--- config.mk ---
export PLATFORM = sky130hd
export DESIGN_NAME = sactl_way_sel
export DESIGN_NICKNAME = d
export VERILOG_FILES = /design/src/hw/rtl/sactl_pkg.sv /design/src/hw/rtl/sactl_way_sel.sv
export SDC_FILE = /design/constraint.sdc
export NUM_CORES = 1
export LEC_CHECK = 0
export ABC_AREA = 0
export BUFFER_PORTS_ARGS = -buffer_cell sky130_fd_sc_hd__buf_2
export CAP_MARGIN = 20
export CORE_AREA = 8 8 111 113
export DETAILED_ROUTE_END_ITERATION = 10
export DIE_AREA = 0 0 119 121
export PLACE_DENSITY_LB_ADDON = 0.25
export SLEW_MARGIN = 20
export SYNTH_ARGS = -nofsm -noshare
export SYNTH_HDL_FRONTEND = slang
export SYNTH_SLANG_ARGS = --single-unit
export TNS_END_PERCENT = 50
--- constraint.sdc ---
create_clock -name vclk -period 2.9
set_input_delay 0.58 -clock vclk [all_inputs]
set_output_delay 0.58 -clock vclk [all_outputs]
set_load 0.005 [all_outputs]
--- src/hw/rtl/sactl_pkg.sv ---
// Package of the set-associative cache tag lookup unit.
// Holds sizes, register indexes and the sequencer state type.
// Used by every module of the block but sactl_ram; depends on nothing.
package sactl_pkg;

  localparam int unsigned MaxWays  = 8;
  localparam int unsigned MaxSets  = 256;
  localparam int unsigned AddrW    = 32;
  localparam int unsigned FillW    = 3;
  localparam int unsigned SetsRegW = 9;
  localparam int unsigned WaysRegW = 4;
  localparam int unsigned CfgDataW = 9;
  localparam int unsigned CfgIdxW  = 1;

  localparam logic [SetsRegW-1:0] SetsReset = 9'd256;
  localparam logic [WaysRegW-1:0] WaysReset = 4'd8;

  typedef enum logic [CfgIdxW-1:0] {
    CFG_SETS = 1'b0,
    CFG_WAYS = 1'b1
  } cfg_idx_e;

  typedef enum logic [2:0] {
    ST_CLEAR,
    ST_IDLE,
    ST_DIV,
    ST_READ,
    ST_CMP
  } state_e;

endpackage

--- src/hw/rtl/sactl_way_sel.sv ---
// Way compare and fill selection over one set row.
// Finds a hit, else the lowest invalid way, else way 0 with eviction.
// Depends on sactl_pkg.
module sactl_way_sel #(
  parameter int unsigned Ways  = 8,
  parameter int unsigned WayIW = (Ways > 1) ? $clog2(Ways) : 1,
  parameter int unsigned WayCW = $clog2(Ways + 1)
) (
  input  logic [Ways*sactl_pkg::AddrW-1:0] tags_i,
  input  logic [Ways-1:0]                  valid_i,
  input  logic [sactl_pkg::AddrW-1:0]      tag_i,
  input  logic [WayCW-1:0]                 ways_i,
  output logic                             hit_o,
  output logic                             evict_o,
  output logic [WayIW-1:0]                 fill_o
);
  import sactl_pkg::*;

  logic [Ways-1:0] match;
  logic [Ways-1:0] free;
  logic [WayIW-1:0] first_free;

  always_comb begin
    for (int w = 0; w < Ways; w++) begin
      match[w] = (WayCW'(w) < ways_i) && valid_i[w] && (tags_i[w*AddrW +: AddrW] == tag_i);
      free[w]  = (WayCW'(w) < ways_i) && !valid_i[w];
    end
    first_free = '0;
    for (int w = Ways - 1; w >= 0; w--) begin
      if (free[w]) begin
        first_free = WayIW'(w);
      end
    end
  end

  assign hit_o   = |match;
  assign evict_o = !hit_o && !(|free);
  assign fill_o  = (hit_o || evict_o) ? '0 : first_free;

endmodule

== Word level (Yosys, flattened, before mapping) ==
Cells that the tools add are included.

* Bits of input ports: 300
* Bits in registers: 0
* Word-level logic and storage cells: 63
* Output and inout port bits: 5

* Reduce and logical (&&, ||, !) cells: 38
* Multiplexer cells: 9
* Eq/ne operators: 8
* Magnitude comparators: 8

{| class="wikitable"
|+ Operators with widths
! cell !! number
|-
| 32-bit equality test || 8
|-
| 3-bit 2-to-1 mux || 9
|-
| 1-bit logical AND || 25
|-
| 3-bit by 4-bit less-than comparator with 1-bit output, first input constant || 4
|-
| 8-bit OR reduction || 2
|-
| 1-bit zero test || 10
|-
| 1-bit by 4-bit less-than comparator with 1-bit output, first input constant || 2
|-
| 2-bit by 4-bit less-than comparator with 1-bit output, first input constant || 2
|-
| 1-bit logical OR || 1
|}

== Longest topological paths before layout ==
* Depth after elaboration: 11
* Mapped depth: 8
* Gate-level depth less buffers: 7

== Worst setup path before layout ==
OpenSTA, ideal clock, no wires.

* Path type: input -> output
* From: in tag_i[29] (netlist bit)
* To: out fill_o[2]
* Arrival time: 2.225 ns
* Path buffers: 1
* Data required time: 2.320 ns
* Slack: 0.095 ns
* Cell stages on the path: 8
* Path through: buf_2 xor2_1 nor4_1 nand4_1 or4_1 nor4_2 a2111oi_2 and3b_1

* Cells in the longest elaborated chain, start to end: 7
* Elaborated cells between the ends (all ways): 21
* Those cells by class: 8 x eq/ne; 1 x mux; 12 x reduce/logical

{| class="wikitable"
|+ RTL lines
! element !! RTL line !! RTL
|-
| start, declared || sactl_way_sel.sv:11 || <nowiki>input logic [sactl_pkg::AddrW-1:0] tag_i,</nowiki>
|-
| 32-bit equality test || sactl_way_sel.sv:25 || <nowiki>match[w] = (WayCW'(w) < ways_i) && valid_i[w] && (tags_i[w*AddrW +: AddrW] == tag_i);</nowiki>
|-
| 1-bit logical AND || sactl_way_sel.sv:25 ||
|-
| 8-bit OR reduction (*) || sactl_way_sel.sv:36 || <nowiki>assign hit_o = |match;</nowiki>
|-
| 1-bit zero test || sactl_way_sel.sv:37 || <nowiki>assign evict_o = !hit_o && !(|free);</nowiki>
|-
| 1-bit logical AND || sactl_way_sel.sv:37 ||
|-
| 1-bit logical OR (*) || sactl_way_sel.sv:38 || <nowiki>assign fill_o = (hit_o || evict_o) ? '0 : first_free;</nowiki>
|-
| 3-bit 2-to-1 mux (*) || sactl_way_sel.sv:38 ||
|-
| end, declared || sactl_way_sel.sv:15 || <nowiki>output logic [WayIW-1:0] fill_o</nowiki>
|}

Every way passes the cells marked *; elsewhere a longest branch is shown, timed or not.

== Worst setup path after layout ==
* From: in tag_i[6] (netlist bit)
* To: out fill_o[0]

Same word-level chain as after synthesis.

==> metrics.log <==
[metrics] IR drop worst, VDD: between 0.00006 and 0.00007 V
[metrics] vias in the first global route: 4,998
[metrics] transition time of the tightest slew-check pin: 0.483 ns
[metrics] global-route wire length before repair: a little under 30,000 um
[metrics] Tmin final: around 3.1 ns
[metrics] share of final-layout standard cells stronger than drive strength 1: 50.5%
[metrics] remaining routing DRC violations: 0
[metrics] DR vias/cell: ~4.9
[metrics] Hold Path End: fill_o[0]
[metrics] cell area after technology mapping: 0.00329 mm2
[metrics] Post-CTS Hold Fix Bufs: 0
[metrics] Worst Setup Start Kind: primary input
[metrics] y dimension of the die: 121 um
[metrics] post-synthesis to final-layout area growth: 63.4%
[metrics] Post-Syn Area per Cell: approximately 7.8 um2
[metrics] iteration count of the initial detailed-routing pass: 4
[metrics] global-route usage over all layers: between 20 and 30%
[metrics] total buffers and inverters traversed by the critical path: 4
[metrics] count of endpoints failing hold in the final timing report: 0
[metrics] WP data required: approximately 2.3 ns
[metrics] Cells after DPL: 889
[metrics] Final GP Congestion: 0.935
[metrics] type of the worst min-delay path: in2out
[metrics] Pwr Density: about 150 mW/mm2
[metrics] Final period util: 108%
[metrics] start point of the worst min-delay path: valid_i[0]
[metrics] Crit path top cell by count: nand4_1
[metrics] Critical Path Fanout Max: 5
[metrics] largest net degree at the start of global routing: 9
[metrics] number of violations of the max-capacitance limit: 0
[metrics] startpoint-to-endpoint class of the critical path: in2out
[metrics] total number of sequential cells: 0
[metrics] data arrival time of the critical path: 2.55 ns
[metrics] syn_nets: just over 700
[metrics] part of the Yosys area used for sequential elements: 0%
[metrics] DP HPWL: 18,400 um
[metrics] cell at the slowest stage of the critical path: nor4_1
[metrics] Total Nets Final: between 1,000 and 1,500
[metrics] maximum frequency from static timing analysis: about 320 MHz
[metrics] mean routed wirelength per cell: 22.7 um
[metrics] endpoint type of the worst setup path: primary output
[metrics] number of antenna-violating nets in the routed design: 0
[metrics] GRT Residual Overflow: 0
[metrics] status: finished with violations
[metrics] Die W: between 100 and 150 um
[metrics] vias after detailed routing: between 4,000 and 5,000
[metrics] Initial DRC Count: 239
[metrics] sequential cell area: 0 um2
[metrics] worst stage delay on the critical path: approximately 0.47 ns
[metrics] Min-Delay Path Depth: 3
[metrics] final-layout fill cell count: 1,081
[metrics] die area: roughly 0.014 mm2
[metrics] Clock Buffer Count: 0
[metrics] slack of the critical path: -0.235 ns
[metrics] Cell Rows: 38
[metrics] Non-Filler Cell Area, Final: ~0.0054 mm2
[metrics] IO buf count: 305
[metrics] non-filler instance count after layout: just under 900
[metrics] Synth Instances: approximately 420
[metrics] Netlist cell types: 33
[metrics] core region area: 0.0106 mm2
[metrics] initial standard-cell utilization of the core: 31.1%
[metrics] setup repair after global routing missed its margin: yes
[metrics] number of top-level design ports: 305
[metrics] Lkg Pwr: 2.39 nW
[metrics] CP cell instances: buf_2 -> buf_4 -> buf_4 -> xnor2_1 -> nand4_1 -> nor4_1 -> nand4_1 -> nand4_1 -> a2111oi_4 -> and3_1 -> buf_2
[metrics] detailed-route wire length: between 20,000 and 25,000 um
[metrics] number of warning messages in the yosys log: 0
[metrics] worst relative slew slack: 67.5%
[metrics] antenna violations before repair: 4
[metrics] Finish-stage setup viols: 5
[metrics] cell area reported after detailed placement: 0.00523 mm2
[metrics] cell family with most CP delay: simple AND/OR/NAND/NOR gates
[metrics] failing checks: setup timing
[metrics] number of max-slew violations in the final report: 0
==> where the power goes <==
part           internal (mW)    total, mW  switching (mW)
clock network    0.000000185  0.000000185               0
logic                  0.441        0.833           0.392
registers                  0            0               0
==> repair_timing <==
item / 4_1_cts / 5_1_grt
endpoints found under the setup margin: 5 / 5
endpoints found under the hold margin: 0 / 0
gates cloned: 0 / 0
setup buffers: 0 / 1
gates resized for setup: 18 / 9
pin swaps: 12 / 11
==> placed cells by master, fill, tap and decap left out, drive strengths merged, types with 2 or more instances in the layout <==
master,count
buf,361
nand3,9
xnor2,177
nand2,4
a2111oi,2
o21ai,5
nor2b,2
o22ai,2
xor2,79
inv,6
a21oi,5
and3,3
nand2b,2
nor4,27
nor3,6
nor2,3
nand4,47
diode,4
==> metrics by stage <==
stage / utilization (%) / worst slack, ns / hold slack (ns) / TNS (ns) / power (mW)
floorplan: - / 0.0952 / 1.29 / 0 / 0.423
global placement: 49.3 / -0.321 / 1.54 / -1.41 / 0.805
detailed placement: 49.3 / -0.378 / 1.54 / -1.73 / 0.815
finish: 50.8 / -0.235 / 1.55 / -1.04 / 0.833
CTS: 50.2 / -0.280 / 1.55 / -1.21 / 0.833
global route: 50.8 / -0.326 / 1.56 / -1.49 / 0.899
==> per-layer routing <==
| metal | track usage, % | routed length [um] |
|---|---|---|
| met1 | 30.7 | 8110 |
| met5 | 0 | 0 |
| met2 | 49.5 | 10400 |
| met4 | 6.32 | 331 |
| met3 | 5.68 | 1440 |
==> logic make-up after synthesis <==
family	synth area share, %
xor gates and xnor gates	68.3
and+or+nand+nor	19.8
buffers and inverters	8.13
AOI/OAI and AO/OA	3.80
==> worst max path at each step <==
stage,from,end,slack (ns),cells past startpoint
CTS,tags_i[250],fill_o[2],-0.28,9
global placement,tag_i[21],fill_o[2],-0.32,9
floorplan,tag_i[29],fill_o[2],0.1,8
finish,tag_i[6],fill_o[0],-0.23,11
detailed placement,tag_i[31],fill_o[0],-0.38,9
global route,tags_i[248],fill_o[2],-0.33,9
==> synth_stat cells (3+ instances only) <==
cell	instances	share of area, %
nand3_1	9	1.4
buf_6	12	4.1
nor3_1	6	0.91
nand2_1	4	0.46
nand4_1	47	8.9
xnor2_1	177	47
inv_1	6	0.68
nor4_1	26	4.9
buf_2	16	2.4
buf_4	4	0.91
nor2_1	3	0.34
o21ai_0	5	0.76
xor2_1	78	21
a21oi_1	5	0.76
==> worst min-delay path, cell delays in order <==
cell,delay [ns]
buf_2,0.11
and3_1,0.16
buf_2,0.11
==> final cells by class <==
type / count / area (um2) / area share (%)
diodes: 4 / 10.0 / 0.186
inverters: 6 / 22.5 / 0.418
multi-input cells: 383 / 3120 / 58.0
well taps: 140 / 175 / 3.25
repair buffers: 361 / 2050 / 38.1
Note: power is estimated with default switching activity, not from simulation.
