[src/hw/rtl/sactl_pkg.sv]
// Package of the set-associative cache tag lookup unit.
// Holds sizes, register indexes and the sequencer state type.
// Used by every module of the block but sactl_ram; depends on nothing.
package sactl_pkg;

  localparam int unsigned MaxWays  = 8;
  localparam int unsigned MaxSets  = 256;
  localparam int unsigned AddrW    = 32;
  localparam int unsigned FillW    = 3;
  localparam int unsigned SetsRegW = 9;
  localparam int unsigned WaysRegW = 4;
  localparam int unsigned CfgDataW = 9;
  localparam int unsigned CfgIdxW  = 1;

  localparam logic [SetsRegW-1:0] SetsReset = 9'd256;
  localparam logic [WaysRegW-1:0] WaysReset = 4'd8;

  typedef enum logic [CfgIdxW-1:0] {
    CFG_SETS = 1'b0,
    CFG_WAYS = 1'b1
  } cfg_idx_e;

  typedef enum logic [2:0] {
    ST_CLEAR,
    ST_IDLE,
    ST_DIV,
    ST_READ,
    ST_CMP
  } state_e;

endpackage

[src/hw/rtl/sactl_div.sv]
// Restoring divider that retires one quotient bit per cycle.
// Splits the address into tag (quotient) and set index (remainder).
// Depends on sactl_pkg.
module sactl_div #(
  parameter int unsigned DivW = 9
) (
  input  logic                      clk_i,
  input  logic                      rst_ni,
  input  logic                      start_i,
  input  logic [sactl_pkg::AddrW-1:0] dividend_i,
  input  logic [DivW-1:0]           divisor_i,
  output logic                      done_o,
  output logic [sactl_pkg::AddrW-1:0] quot_o,
  output logic [DivW-1:0]           rem_o
);
  import sactl_pkg::*;

  localparam int unsigned CntW = $clog2(AddrW);

  logic [AddrW-1:0] quot_q, quot_d;
  logic [DivW-1:0]  rem_q, rem_d;
  logic [DivW-1:0]  div_q;
  logic [CntW-1:0]  cnt_q, cnt_d;
  logic             run_q, run_d;
  logic             done_q, done_d;
  logic [DivW:0]    shifted;
  logic [DivW:0]    diff;
  logic             ge;

  assign shifted = {rem_q, quot_q[AddrW-1]};
  assign diff    = shifted - {1'b0, div_q};
  assign ge      = shifted >= {1'b0, div_q};

  always_comb begin
    quot_d = quot_q;
    rem_d  = rem_q;
    cnt_d  = cnt_q;
    run_d  = run_q;
    done_d = 1'b0;
    if (start_i) begin
      quot_d = dividend_i;
      rem_d  = '0;
      cnt_d  = '0;
      run_d  = 1'b1;
    end else if (run_q) begin
      quot_d = {quot_q[AddrW-2:0], ge};
      rem_d  = ge ? diff[DivW-1:0] : shifted[DivW-1:0];
      cnt_d  = cnt_q + 1'b1;
      if (cnt_q == CntW'(AddrW - 1)) begin
        run_d  = 1'b0;
        done_d = 1'b1;
      end
    end
  end

  always_ff @(posedge clk_i or negedge rst_ni) begin
    if (!rst_ni) begin
      cnt_q  <= '0;
      run_q  <= 1'b0;
      done_q <= 1'b0;
    end else begin
      cnt_q  <= cnt_d;
      run_q  <= run_d;
      done_q <= done_d;
    end
  end

  always_ff @(posedge clk_i) begin
    quot_q <= quot_d;
    rem_q  <= rem_d;
    if (start_i) begin
      div_q <= divisor_i;
    end
  end

  assign done_o = done_q;
  assign quot_o = quot_q;
  assign rem_o  = rem_q;

endmodule

[config.mk]
export PLATFORM = sky130hd
export DESIGN_NAME = sactl_div
export DESIGN_NICKNAME = d
export VERILOG_FILES = /design/src/hw/rtl/sactl_pkg.sv /design/src/hw/rtl/sactl_div.sv
export SDC_FILE = /design/constraint.sdc
export NUM_CORES = 1
export LEC_CHECK = 0
export BUFFER_PORTS_ARGS = -buffer_cell sky130_fd_sc_hd__buf_2
export CORE_MARGIN = 2
export CORE_UTILIZATION = 46
export DETAILED_ROUTE_END_ITERATION = 6
export PLACE_DENSITY = 0.76
export SLEW_MARGIN = 30
export SYNTH_ARGS = -nofsm -noshare
export SYNTH_HDL_FRONTEND = slang
export SYNTH_SLANG_ARGS = --single-unit
[constraint.sdc]
create_clock -name clk_i -period 2.1 [get_ports clk_i]
set_input_delay 0.42 -clock clk_i [delete_from_list [all_inputs] [get_ports clk_i]]
set_output_delay 0.42 -clock clk_i [all_outputs]
set_load 0.01 [all_outputs]
---- Yosys cells after proc, flatten, opt, wreduce, memory -nomap -nowiden ----
Index checks and enable logic that the tools add are counted.
storage, ports and cells
  logic and storage cells ................. 22
  input port bits ......................... 44
  register bits ........................... 57
  bits in latches ......................... 0
  memories kept ........................... 0
  memory bits (read-only) ................. 0
  RAM bits ................................ 0
cells by class
  bitwise logic cells ..................... 0
  equal/unequal tests ..................... 1
  order comparisons ....................... 1
  shifts and indexed selects .............. 0
  divide/modulo/power cells ............... 0
  $add $sub $neg .......................... 2
  mux-type cells .......................... 11
  reductions and logical operators ........ 1
  multiply operators ...................... 0
operators with widths
  kind                                          count
  2-to-1 mux 32 bit                             2
  greater-or-equal comparator 10 x 9 -> 1 bit   1
  2-to-1 mux 5 bit                              2
  2-to-1 mux 9 bit                              1
  subtractor 9 bit                              1
  2-to-1 mux 1 bit                              6
  adder 5 x 1 -> 5 bit (second input constant)  1
  equality test 5 bit (second input constant)   1
  nonzero test 2 bit                            1

---- Longest topological paths before layout ----
Gate-level depths: netlist of the first run.
  word-level depth ........................ 4
  gate-level depth with buffers ........... 10
  gate-level depth less buffers ........... 9

---- Worst setup path after synthesis of the first run ----
OpenSTA, ideal clock, no wires.
  path type ............................... register -> register
  start point ............................. register quot_q[31], in the netlist quot_o[31]
  end point ............................... register rem_q[0], in the netlist rem_o[0]
  arrival ................................. 2.367 ns
  cell stages (with the launch flop) ...... 11
  library setup time ...................... 0.088 ns
  slack ................................... -0.356 ns
  cells stage by stage .................... edfxtp_1 inv_1 ha_1 inv_1 fa_1 a211oi_2 o31ai_4 a211oi_4 buf_6 nand2_2 a311oi_2
between the ends
  word-level cells in the longest chain between the ends .. 2
  elaborated cells between the ends (all ways) .. 3
  classes of those cells .................. add/sub (1); order compare (1); mux (1)
RTL lines
  item                                                                                    line                              source
  start, declared                                                                         sactl_div.sv:20                   logic [AddrW-1:0] quot_q, quot_d;
  start signal, assigned                                                                  sactl_div.sv:69                   quot_q <= quot_d;
  subtractor 9 bit / greater-or-equal comparator 10 x 9 -> 1 bit (equally long branches)  sactl_div.sv:31, sactl_div.sv:32
  2-to-1 mux 9 bit (*)                                                                    sactl_div.sv:47                   rem_d = ge ? diff[DivW-1:0] : shifted[DivW-1:0];
  end signal, assigned                                                                    sactl_div.sv:70                   rem_q <= rem_d;
  end, declared                                                                           sactl_div.sv:21                   logic [DivW-1:0] rem_q, rem_d;
Mark *: on every way between the ends. The rest lies on a longest branch, timed or not.
A chain may end at the register's enable or synchronous reset.

---- Worst setup path after layout of the first run ----
  start point ............................. register quot_q[31], in the netlist quot_o[31]
  end point ............................... register rem_q[4], in the netlist rem_o[4]
The elaborated chain is that of the path after synthesis.

==> implementation parameters, run 1 <==
Parameter                              Value

Run status
  Outcome    finished, violations left
  Violated checks    setup timing

GRT
  Remaining global-route overflow    0
  Wire length of the first global-routing pass    9470 um
  Via count of the first global-routing pass    2,163
  Routing usage on met2    0.292
  Global-route total usage across every layer    0.192
  Initial antenna violation count    0
  Maximum number of pins on one net before global-route repair    36
  Met3 track demand over resource in global routing    0.0835
  GR met1 Demand/Resource    0.232
  Layer with the highest usage after global routing    met2

Drt
  DRC errors left    0
  First-pass iteration count of the detailed router    4
  Wire length after detailed routing    5840 um
  Total number of vias    2,017
  Average wire per standard cell    14.8 um
  Vias per Instance    5.12
  Detailed Route Iter0 Violations    166
  Antenna-violating nets left    0

Pwr
  Leakage    1.71 nW
  Reg power frac    0.365
  Switching share of power    0.314
  Net switching power    0.00129 W
  Internal cell power    0.00281 W
  Worst voltage drop across the vdd grid    0.796 mV
  Power, Total    0.00409 W
  Share of power burned in the clock network    0.275
  Logic pwr share    0.360
  Power per cell area    1110 nW/um^2

Yosys
  Number of synthesized register bits    57
  Synthesized area    2780 sq um
  Share of synthesized flip-flops with an asynchronous set or reset    0.123
  Instance count of the mapped netlist    206
  Post-Syn Nets    262
  Count of flip-flops with a built-in enable after synthesis    41
  Count of synthesis-stage warnings from yosys    0
  Number of unique standard cell types used by synthesis    43
  Portion of the post-synthesis area used by sequential elements    0.570
  Ys flop type    sky130_fd_sc_hd__edfxtp_1
  Syn avg cell area    13.5 sq um

Hold path
  Hold wc startpoint    divisor_i[8]
  Hold WC Path Type    in -> reg

Critical path
  Critical Path, Cell by Cell    inv_1 -> ha_1 -> inv_1 -> fa_2 -> a211oi_4 -> o31ai_4 -> a211oi_4 -> buf_12 -> mux2i_1 -> a211oi_1
  Critical path's slowest cell    sky130_fd_sc_hd__edfxtp_1
  Setup slack of the most critical reg-to-reg path    -0.14 ns
  Critical path destination    rem_o[4]
  End of the worst register-to-register path    rem_o[4]
  Type of origin of the critical path    register
  CP Class    reg -> reg
  Count of cells along the worst register-to-register path    10
  Critical path capture point type    register
  Worst Path Required    2.31 ns
  Slowest stage delay, CP    0.38 ns
  CP delay by family, top    compound AO/OA/AOI/OAI gates
  Critical Path Source    quot_o[31]
  Largest fanout on the critical path    9
  Launching point of the worst reg2reg path    quot_o[31]
  Buffers plus inverters on the worst setup path    3
  Critical Path Stages    10
  Worst path arrival time    2.45 ns

STA
  Post-route clock skew    0.00405 ns
  Final worst hold slack    0.257 ns
  Least-Margin Pin Slew    0.437 ns
  Post-route worst setup slack    -0.139 ns
  Top achievable clock speed    447 MHz
  Max-slew violation count    0
  Period minus WS final    2.24 ns
  Final period utilization    1.07
  Final hold vios    0
  Setup violations, final    10
  Relative slew slack    0.707
  Unrepaired setup endpoints after global routing    yes

Die
  Die Span X    81.8 um
  Full die area    6690 sq um
  IO Pins    86
  Number of rows in the core area    28
  Die Height    81.8 um
  Placeable core region    5890 sq um
  Initial Util    0.473

Clock network
  Clk_lat worst skew    0.34 ns
  Clock-pin slew on the worst setup and hold paths    0.07 ns
  Maximum root-to-sink buffer count    2
  Clk sinks    57
  Buffer cell driving the clock tree root    sky130_fd_sc_hd__clkbuf_8
  Cts bufs inserted    9
  CTS H-tree depth    3
  CTS tree    done
  Post-CTS repair timing setup buffer count    0

Job
  Max-capacitance violation count    0

Cells and area
  Total number of nets in the final design    370
  Fraction of layout cells with a size suffix above 1    0.508
  Final Instance Count excl. Fillers    394
  Antenna diode count    0
  Area growth, synth to finish    32.6%

Placement
  Half-perimeter wire length after placement    4410 um
  Count of port buffers added during placement    85
  Final weighted congestion of routability-driven global placement    0.894
  Number of placed instances with taps included    377
==> cell type report <==
type,count,area [sq um]
well taps,75,93.8
flip-flops and latches,57,1590
clock inverters,7,95.1
multi-input cells,125,1110
inverters,15,56.3
fillers,475,2200
repair buffers,106,623
clock buffers,9,124
==> state kept, by name, summed over array words and instances (netlist names) <==
signal,count
done_o,1
cnt_q,5
run_q,1
rem_o,9
div_q,9
quot_o,32
==> cells in the final DEF (no fill, tap or decap), types with 2 or more instances in the layout <==
cell type and n:
sky130_fd_sc_hd__buf_2 85, sky130_fd_sc_hd__edfxtp_1 41, sky130_fd_sc_hd__mux2_2 31, sky130_fd_sc_hd__buf_4 17, sky130_fd_sc_hd__inv_1 15, sky130_fd_sc_hd__nor2_1 13, sky130_fd_sc_hd__ha_1 11, sky130_fd_sc_hd__clkbuf_8 9
sky130_fd_sc_hd__dfxtp_1 9, sky130_fd_sc_hd__mux2i_1 8, sky130_fd_sc_hd__dfrtp_1 7, sky130_fd_sc_hd__nand2_1 6, sky130_fd_sc_hd__xor2_1 5, sky130_fd_sc_hd__a21oi_1 4, sky130_fd_sc_hd__a21o_1 4, sky130_fd_sc_hd__clkinvlp_4 4
sky130_fd_sc_hd__xnor2_1 3, sky130_fd_sc_hd__o21ai_0 3, sky130_fd_sc_hd__a211oi_1 3, sky130_fd_sc_hd__buf_12 3, sky130_fd_sc_hd__and3_1 2, sky130_fd_sc_hd__a211oi_4 2, sky130_fd_sc_hd__nand3_1 2, sky130_fd_sc_hd__nand4_1 2
sky130_fd_sc_hd__a211o_1 2, sky130_fd_sc_hd__nor2b_1 2, sky130_fd_sc_hd__nor3b_1 2, sky130_fd_sc_hd__a32oi_1 2, sky130_fd_sc_hd__o31ai_1 2, sky130_fd_sc_hd__bufinv_16 2
==> Yosys cell counts, types with 3 or more instances <==
master | instances | area share
sky130_fd_sc_hd__o21ai_0 | 4 | 0.0072
sky130_fd_sc_hd__edfxtp_1 | 41 | 0.44
sky130_fd_sc_hd__xnor2_1 | 3 | 0.0094
sky130_fd_sc_hd__mux2_2 | 31 | 0.13
sky130_fd_sc_hd__xor2_1 | 5 | 0.016
sky130_fd_sc_hd__nand2_1 | 6 | 0.0081
sky130_fd_sc_hd__dfrtp_1 | 7 | 0.063
sky130_fd_sc_hd__a211oi_1 | 3 | 0.0081
sky130_fd_sc_hd__clkbuf_1 | 4 | 0.0054
sky130_fd_sc_hd__ha_1 | 11 | 0.049
sky130_fd_sc_hd__nor2b_1 | 3 | 0.0067
sky130_fd_sc_hd__nor2_1 | 13 | 0.018
sky130_fd_sc_hd__buf_1 | 3 | 0.0040
sky130_fd_sc_hd__mux2i_1 | 8 | 0.029
sky130_fd_sc_hd__inv_1 | 15 | 0.020
sky130_fd_sc_hd__a21o_1 | 4 | 0.011
sky130_fd_sc_hd__a21oi_1 | 4 | 0.0072
sky130_fd_sc_hd__dfxtp_1 | 9 | 0.065
==> worst reg2reg max path: stages, from the launching register on <==
cell and delay [ns]:
sky130_fd_sc_hd__edfxtp_1 0.38, sky130_fd_sc_hd__inv_1 0.07, sky130_fd_sc_hd__ha_1 0.16, sky130_fd_sc_hd__inv_1 0.05
sky130_fd_sc_hd__fa_2 0.36, sky130_fd_sc_hd__a211oi_4 0.27, sky130_fd_sc_hd__o31ai_4 0.10, sky130_fd_sc_hd__a211oi_4 0.28
sky130_fd_sc_hd__buf_12 0.17, sky130_fd_sc_hd__mux2i_1 0.18, sky130_fd_sc_hd__a211oi_1 0.09
==> stage by stage <==
stage               setup TNS, ns  setup WS (ns)  utilization  cell area (sq um)
floorplan                   -1.99         -0.277            -               2800
global placement           -0.894         -0.128        0.588               3460
detailed placement          -1.34         -0.185        0.588               3460
CTS                         -1.44         -0.186        0.627               3690
global route                -2.42         -0.288        0.627               3690
finish                      -1.03         -0.139        0.627               3690
==> routing by layer <==
layer / part of all wire / vias to the layer above
met3: 0.090 / 9
met2: 0.46 / 81
met5: 0 / -
met4: 0.015 / 0
met1: 0.43 / 946
li1: - / 981
==> power groups by stage <==
stage	Sequential, W	Clock [W]	Combinational (W)
6_report	0.00150	0.00113	0.00147
5_1_grt	0.00152	0.00119	0.00160
4_1_cts	0.00150	0.00115	0.00147
3_5_place_dp	0.00152	0	0.00146
3_3_place_gp	0.00151	0	0.00143
2_1_floorplan	0.00159	0	0.000832
==> what timing repair did <==
action / in CTS / in global routing
hold endpoints to repair: 7 / 0
gates resized for setup: 1 / 0
hold buffers: 1 / 0
setup endpoints to repair: 10 / 10
pin swaps: 3 / 2
==> logic make-up after synthesis <==
kind of cell,synth area share
multiplexers,0.154
AND/OR/NAND/NOR,0.0589
flip-flops,0.570
XOR/XNOR,0.0252
buffers and inverters,0.0355
adder cells (fa/ha/maj),0.0567
AO/OA/AOI/OAI,0.0994
==> how the worst min path moves through the flow <==
stage | endpoint | slack, ns | cells after the start
detailed placement | cnt_q[1] | 0.26 | 1
finish | div_q[8] | 0.26 | 1
floorplan | cnt_q[0] | 0.12 | 0
global route | div_q[4] | 0.24 | 1
global placement | cnt_q[1] | 0.26 | 1
CTS | div_q[8] | 0.24 | 1
Power figures use the tool's default switching activity.
==> run 2, diff against run 1 <==
--- a/config.mk
+++ b/config.mk
@@ -8,8 +8,10 @@
 export BUFFER_PORTS_ARGS = -buffer_cell sky130_fd_sc_hd__buf_2
 export CORE_MARGIN = 2
 export CORE_UTILIZATION = 46
+export CTS_CLUSTER_DIAMETER = 120
 export DETAILED_ROUTE_END_ITERATION = 6
 export PLACE_DENSITY = 0.76
+export SETUP_SLACK_MARGIN = 0.3
 export SLEW_MARGIN = 30
 export SYNTH_ARGS = -nofsm -noshare
 export SYNTH_HDL_FRONTEND = slang
==> run 2 against run 1 <==
  * The flow still finishes with violations (setup timing)
  * Critical path depth is the same
  * Combinational power grew 15%
  * Wire length grew 14%
  * First-iteration DRC count shrank 30%
  * Fmax shrank 3.6%
  * Cell count grew 1.8%
==> implementation parameters, run 2 (synthesis results as in run 1) <==
Parameter                              Value

Die
  Placeable core region    5890 sq um
  Full die area    6690 sq um
  Die Span X    81.8 um
  Die Height    81.8 um
  Initial Util    0.473
  Number of rows in the core area    28
  IO Pins    86

Run status
  Violated checks    setup timing
  Outcome    finished, violations left

GRT
  Global-route total usage across every layer    0.214
  GR met1 Demand/Resource    0.270
  Initial antenna violation count    0
  Via count of the first global-routing pass    2,187
  Routing usage on met2    0.323
  Wire length of the first global-routing pass    10,600 um
  Maximum number of pins on one net before global-route repair    31
  Remaining global-route overflow    0
  Layer with the highest usage after global routing    met2
  Met3 track demand over resource in global routing    0.0802

Cells and area
  Most common cell after layout, fill and taps aside    sky130_fd_sc_hd__buf_2
  Total number of nets in the final design    377
  Leading cell types in the layout, fill and taps excluded    sky130_fd_sc_hd__buf_2, sky130_fd_sc_hd__edfxtp_1, sky130_fd_sc_hd__mux2_2, sky130_fd_sc_hd__buf_4
  Final core utilization    0.633
  Largest register FFs    32
  Fraction of layout cells with a size suffix above 1    0.540
  Antenna diode count    0
  Area growth, synth to finish    33.8%
  Final Instance Count excl. Fillers    401

Drt
  Detailed Route Iter0 Violations    116
  First-pass iteration count of the detailed router    6
  Total number of vias    2,134
  Average wire per standard cell    16.7 um
  Wire length after detailed routing    6690 um
  Vias per Instance    5.32
  DRC errors left    0
  Antenna-violating nets left    0

Clock network
  Maximum root-to-sink buffer count    2
  CTS tree    done
  CTS H-tree depth    3
  Buffer cell driving the clock tree root    sky130_fd_sc_hd__clkbuf_8
  Clock-pin slew on the worst setup and hold paths    0.07 ns
  Clk_lat worst skew    0.33 ns
  Cts bufs inserted    9
  Clk sinks    57

STA
  Setup violations, final    10
  Period minus WS final    2.32 ns
  Relative slew slack    0.693
  Post-route clock skew    0.00734 ns
  Max-slew violation count    0
  Top achievable clock speed    431 MHz
  Final hold vios    0
  Unrepaired setup endpoints after global routing    yes
  Least-Margin Pin Slew    0.460 ns
  Final period utilization    1.11
  Post-route worst setup slack    -0.222 ns
  Final worst hold slack    0.265 ns

Critical path
  Largest fanout on the critical path    4
  Critical path's slowest cell    sky130_fd_sc_hd__edfxtp_1
  CP Class    reg -> reg
  End of the worst register-to-register path    quot_o[0]
  Critical path capture point type    register
  Setup slack of the most critical reg-to-reg path    -0.22 ns
  Critical Path, Cell by Cell    inv_2 -> ha_4 -> inv_2 -> fa_2 -> a211oi_4 -> o31ai_4 -> a211oi_4 -> buf_4 -> buf_6 -> mux2i_1
  Worst path arrival time    2.40 ns
  Slowest stage delay, CP    0.41 ns
  Type of origin of the critical path    register
  Launching point of the worst reg2reg path    quot_o[31]
  Worst Path Required    2.18 ns
  Count of cells along the worst register-to-register path    10
  Critical Path Source    quot_o[31]
  CP delay by family, top    compound AO/OA/AOI/OAI gates
  Critical Path Stages    10
  Critical path destination    quot_o[0]
  Buffers plus inverters on the worst setup path    4

Pwr
  Worst voltage drop across the vdd grid    0.598 mV
  Power per cell area    1090 nW/um^2
  Leakage    1.73 nW

Placement
  Final weighted congestion of routability-driven global placement    0.874
  Half-perimeter wire length after placement    4540 um
  Count of port buffers added during placement    85
  Number of placed instances with taps included    375

Hold path
  Hold WC Path Type    in -> reg

Job
  Max-capacitance violation count    0
==> run 2: stage by stage <==
stage	setup TNS [ns]	total power [W]	instance area [sq um]	setup WS, ns
3_3_place_gp	-0.730	0.00290	3430	-0.108
3_5_place_dp	-1.49	0.00294	3430	-0.192
6_report	-1.85	0.00404	3720	-0.222
4_1_cts	-1.24	0.00387	3650	-0.157
5_1_grt	-2.82	0.00426	3720	-0.311
2_1_floorplan	-1.99	0.00242	2800	-0.277
==> run 2: how the worst min path moves through the flow <==
| stage | from | end | slack, ns | depth (start not counted) |
|---|---|---|---|---|
| 2_1_floorplan | rst_ni | cnt_q[0] | 0.12 | 0 |
| 4_1_cts | divisor_i[0] | div_q[0] | 0.26 | 1 |
| 3_5_place_dp | rst_ni | cnt_q[3] | 0.26 | 1 |
| 5_1_grt | divisor_i[5] | div_q[5] | 0.25 | 1 |
| 6_report | divisor_i[0] | div_q[0] | 0.26 | 1 |
| 3_3_place_gp | rst_ni | cnt_q[0] | 0.26 | 1 |
==> run 2: final cells by class <==
class	count	area (sq um)
repair buffers	113	666
well taps	75	93.8
inverters	15	60.1
fillers	455	2160
clock buffers	9	124
multi-input cells	125	1160
flip-flops and latches	57	1590
clock inverters	7	37.5
==> run 2: worst register-to-register path, stage by stage, from the launching register on <==
cell and delay (ns):
sky130_fd_sc_hd__edfxtp_1 0.41, sky130_fd_sc_hd__inv_2 0.09, sky130_fd_sc_hd__ha_4 0.14, sky130_fd_sc_hd__inv_2 0.04, sky130_fd_sc_hd__fa_2 0.37, sky130_fd_sc_hd__a211oi_4 0.28
sky130_fd_sc_hd__o31ai_4 0.11, sky130_fd_sc_hd__a211oi_4 0.30, sky130_fd_sc_hd__buf_4 0.17, sky130_fd_sc_hd__buf_6 0.11, sky130_fd_sc_hd__mux2i_1 0.06
==> run 2: what timing repair did <==
action / in CTS / in global routing
hold buffers: 1 / 0
pin swaps: 6 / 2
gates resized for setup: 6 / 10
hold endpoints to repair: 7 / 0
endpoints found under the setup margin: 10 / 10
cloned: 1 / 0
buffers inserted: 4 / 4
==> run 2: report_power, final <==
part	switching (W)	internal (W)	leakage (nW)	total [W]
sequential	0.000115	0.00139	0.592	0.00151
combinational	0.000836	0.000856	1.06	0.00169
clock	0.000432	0.000412	0.0815	0.000844
==> run 2: per-layer routing <==
metal  routed length, um  share of wire
met3                 504          0.075
met4                 208          0.031
met1                2760           0.41
met2                3210           0.48
met5                   0              0
==> run 3, diff against run 2 <==
--- a/config.mk
+++ b/config.mk
@@ -5,12 +5,13 @@
 export SDC_FILE = /design/constraint.sdc
 export NUM_CORES = 1
 export LEC_CHECK = 0
-export BUFFER_PORTS_ARGS = -buffer_cell sky130_fd_sc_hd__buf_2
+export CORE_ASPECT_RATIO = 1.1
 export CORE_MARGIN = 2
-export CORE_UTILIZATION = 46
+export CORE_UTILIZATION = 56
 export CTS_CLUSTER_DIAMETER = 120
 export DETAILED_ROUTE_END_ITERATION = 6
-export PLACE_DENSITY = 0.76
+export DONT_BUFFER_PORTS = 1
+export PLACE_DENSITY = 0.74
 export SETUP_SLACK_MARGIN = 0.3
 export SLEW_MARGIN = 30
 export SYNTH_ARGS = -nofsm -noshare
==> run 3 against run 2 <==
  * The flow still finishes with violations (setup timing)
  * Critical path depth is the same
  * Worst hold slack got worse by 0.096 ns
  * Power rose by 0.24%
  * Non-clock buffer count shrank 85
  * Sequential power grew 3%
  * Design area is 11% lower
  * Die area down 17%
  * Critical endpoint is now rem_o[6]
  * Largest cell class unchanged
  * Highest routed layer unchanged
==> implementation parameters, run 3 (synthesis results as in run 1) <==
Parameter                              Value

Drt
  Vias per Instance    5.91
  Antenna-violating nets left    0
  Wire length after detailed routing    5830 um
  DRC errors left    0
  Total number of vias    1,754
  Detailed Route Iter0 Violations    92
  First-pass iteration count of the detailed router    4
  Average wire per standard cell    19.6 um

Critical path
  Count of cells along the worst register-to-register path    10
  Worst Path Required    2.31 ns
  Worst path arrival time    2.52 ns
  Type of origin of the critical path    register
  Setup slack of the most critical reg-to-reg path    -0.20 ns
  CP Class    reg -> reg
  Critical path capture point type    register
  Largest fanout on the critical path    7

Cells and area
  Area growth, synth to finish    19.7%
  Total number of nets in the final design    292
  Fillers    342
  Fraction of layout cells with a size suffix above 1    0.378
  Largest register FFs    32
  Final core utilization    0.706
  Leading cell types in the layout, fill and taps excluded    sky130_fd_sc_hd__edfxtp_1, sky130_fd_sc_hd__mux2_2, sky130_fd_sc_hd__buf_4, sky130_fd_sc_hd__inv_1, sky130_fd_sc_hd__nor2_1
  Most common cell after layout, fill and taps aside    sky130_fd_sc_hd__edfxtp_1
  Antenna diode count    0

Die
  Die Height    77.9 um
  Number of rows in the core area    26
  Full die area    5550 sq um
  IO Pins    86
  Die Span X    71.2 um
  Placeable core region    4720 sq um
  Initial Util    0.590

GRT
  Global-route total usage across every layer    0.218
  Initial antenna violation count    0
  Wire length of the first global-routing pass    8960 um
  Maximum number of pins on one net before global-route repair    55
  Via count of the first global-routing pass    1,843
  Remaining global-route overflow    0

STA
  Final period utilization    1.10
  Setup violations, final    10
  Unrepaired setup endpoints after global routing    yes
  Period minus WS final    2.30 ns
  Post-route clock skew    0.0114 ns
  Final worst hold slack    0.169 ns
  Final hold vios    0
  Max-slew violation count    0
  Post-route worst setup slack    -0.204 ns
  Top achievable clock speed    434 MHz
  Relative slew slack    0.640
  Least-Margin Pin Slew    0.539 ns

Clock network
  Cts bufs inserted    9
  Clk_lat worst skew    0.34 ns
  Buffer cell driving the clock tree root    sky130_fd_sc_hd__clkbuf_8
  Maximum root-to-sink buffer count    2
  Clk sinks    57
  CTS H-tree depth    3
  Clock-pin slew on the worst setup and hold paths    0.07 ns
  CTS tree    done

Hold path
  Hold WC Path Type    in -> reg
  Hold Path Cell Cnt    0

Placement
  Count of port buffers added during placement    0
  Final weighted congestion of routability-driven global placement    0.839
  Half-perimeter wire length after placement    4070 um
  Pre-CTS setup slack    -0.196 ns

Run status
  Violated checks    setup timing
  Outcome    finished, violations left

Pwr
  Worst voltage drop across the vdd grid    0.656 mV
  Leakage    1.38 nW
  Power per cell area    1220 nW/um^2

Job
  Max-capacitance violation count    0
-- run 3: routing by layer --
layer | part of all wire | track usage | up-vias
met2 | 0.49 | 0.335 | 74
met5 | 0 | 0 | -
li1 | - | - | 820
met3 | 0.080 | 0.0831 | 13
met1 | 0.40 | 0.260 | 847
met4 | 0.023 | 0.126 | 0
-- run 3: worst paths after layout --
path,end,start
max,rem_o[6],quot_o[31]
min,div_q[3],divisor_i[3]
max reg2reg,rem_o[6],quot_o[31]
min reg2reg,cnt_q[4],cnt_q[4]
max in group asynchronous,cnt_q[4],rst_ni
min in group asynchronous,cnt_q[0],rst_ni
-- run 3: cell type report --
type	count	area, sq um	area share
well taps	56	70.1	0.0210
clock buffers	9	124	0.0372
multi-input cells	125	1200	0.361
inverters	15	60.1	0.0180
flip-flops and latches	57	1590	0.476
clock inverters	7	61.3	0.0184
repair buffers	28	228	0.0683
-- run 3: timing repair --
| action | 4_1_cts | 5_1_grt |
|---|---|---|
| hold endpoints to repair | 7 | 0 |
| pin swaps | 6 | 4 |
| hold buffers | 1 | 0 |
| setup buffers | 3 | 4 |
| gates cloned | 0 | 0 |
| resized for setup | 8 | 11 |
| setup endpoints to repair | 10 | 10 |
-- run 3: where the power goes --
part / internal [W] / leakage (nW) / total, W / switching (W)
registers: 0.00139 / 0.592 / 0.00155 / 0.000158
logic: 0.000769 / 0.700 / 0.00152 / 0.000755
clock network: 0.000532 / 0.0877 / 0.000975 / 0.000443
-- run 3: worst max-delay path: stages (launching register included) --
cell and delay, ns:
sky130_fd_sc_hd__edfxtp_1 0.39, sky130_fd_sc_hd__inv_1 0.08, sky130_fd_sc_hd__ha_2 0.18, sky130_fd_sc_hd__inv_2 0.04, sky130_fd_sc_hd__fa_2 0.36, sky130_fd_sc_hd__a211oi_4 0.27
sky130_fd_sc_hd__o31ai_4 0.11, sky130_fd_sc_hd__a211oi_4 0.27, sky130_fd_sc_hd__buf_6 0.19, sky130_fd_sc_hd__mux2i_1 0.21, sky130_fd_sc_hd__o21ai_1 0.08
-- run 3: through the flow --
stage	setup TNS (ns)	cell area (sq um)	std cells	power, W
6_report	-1.41	3330	297	0.00405
5_1_grt	-2.63	3330	297	0.00426
3_3_place_gp	-0.803	2980	273	0.00274
2_1_floorplan	-1.99	2800	206	0.00242
3_5_place_dp	-1.52	2980	273	0.00279
4_1_cts	-0.972	3220	293	0.00387
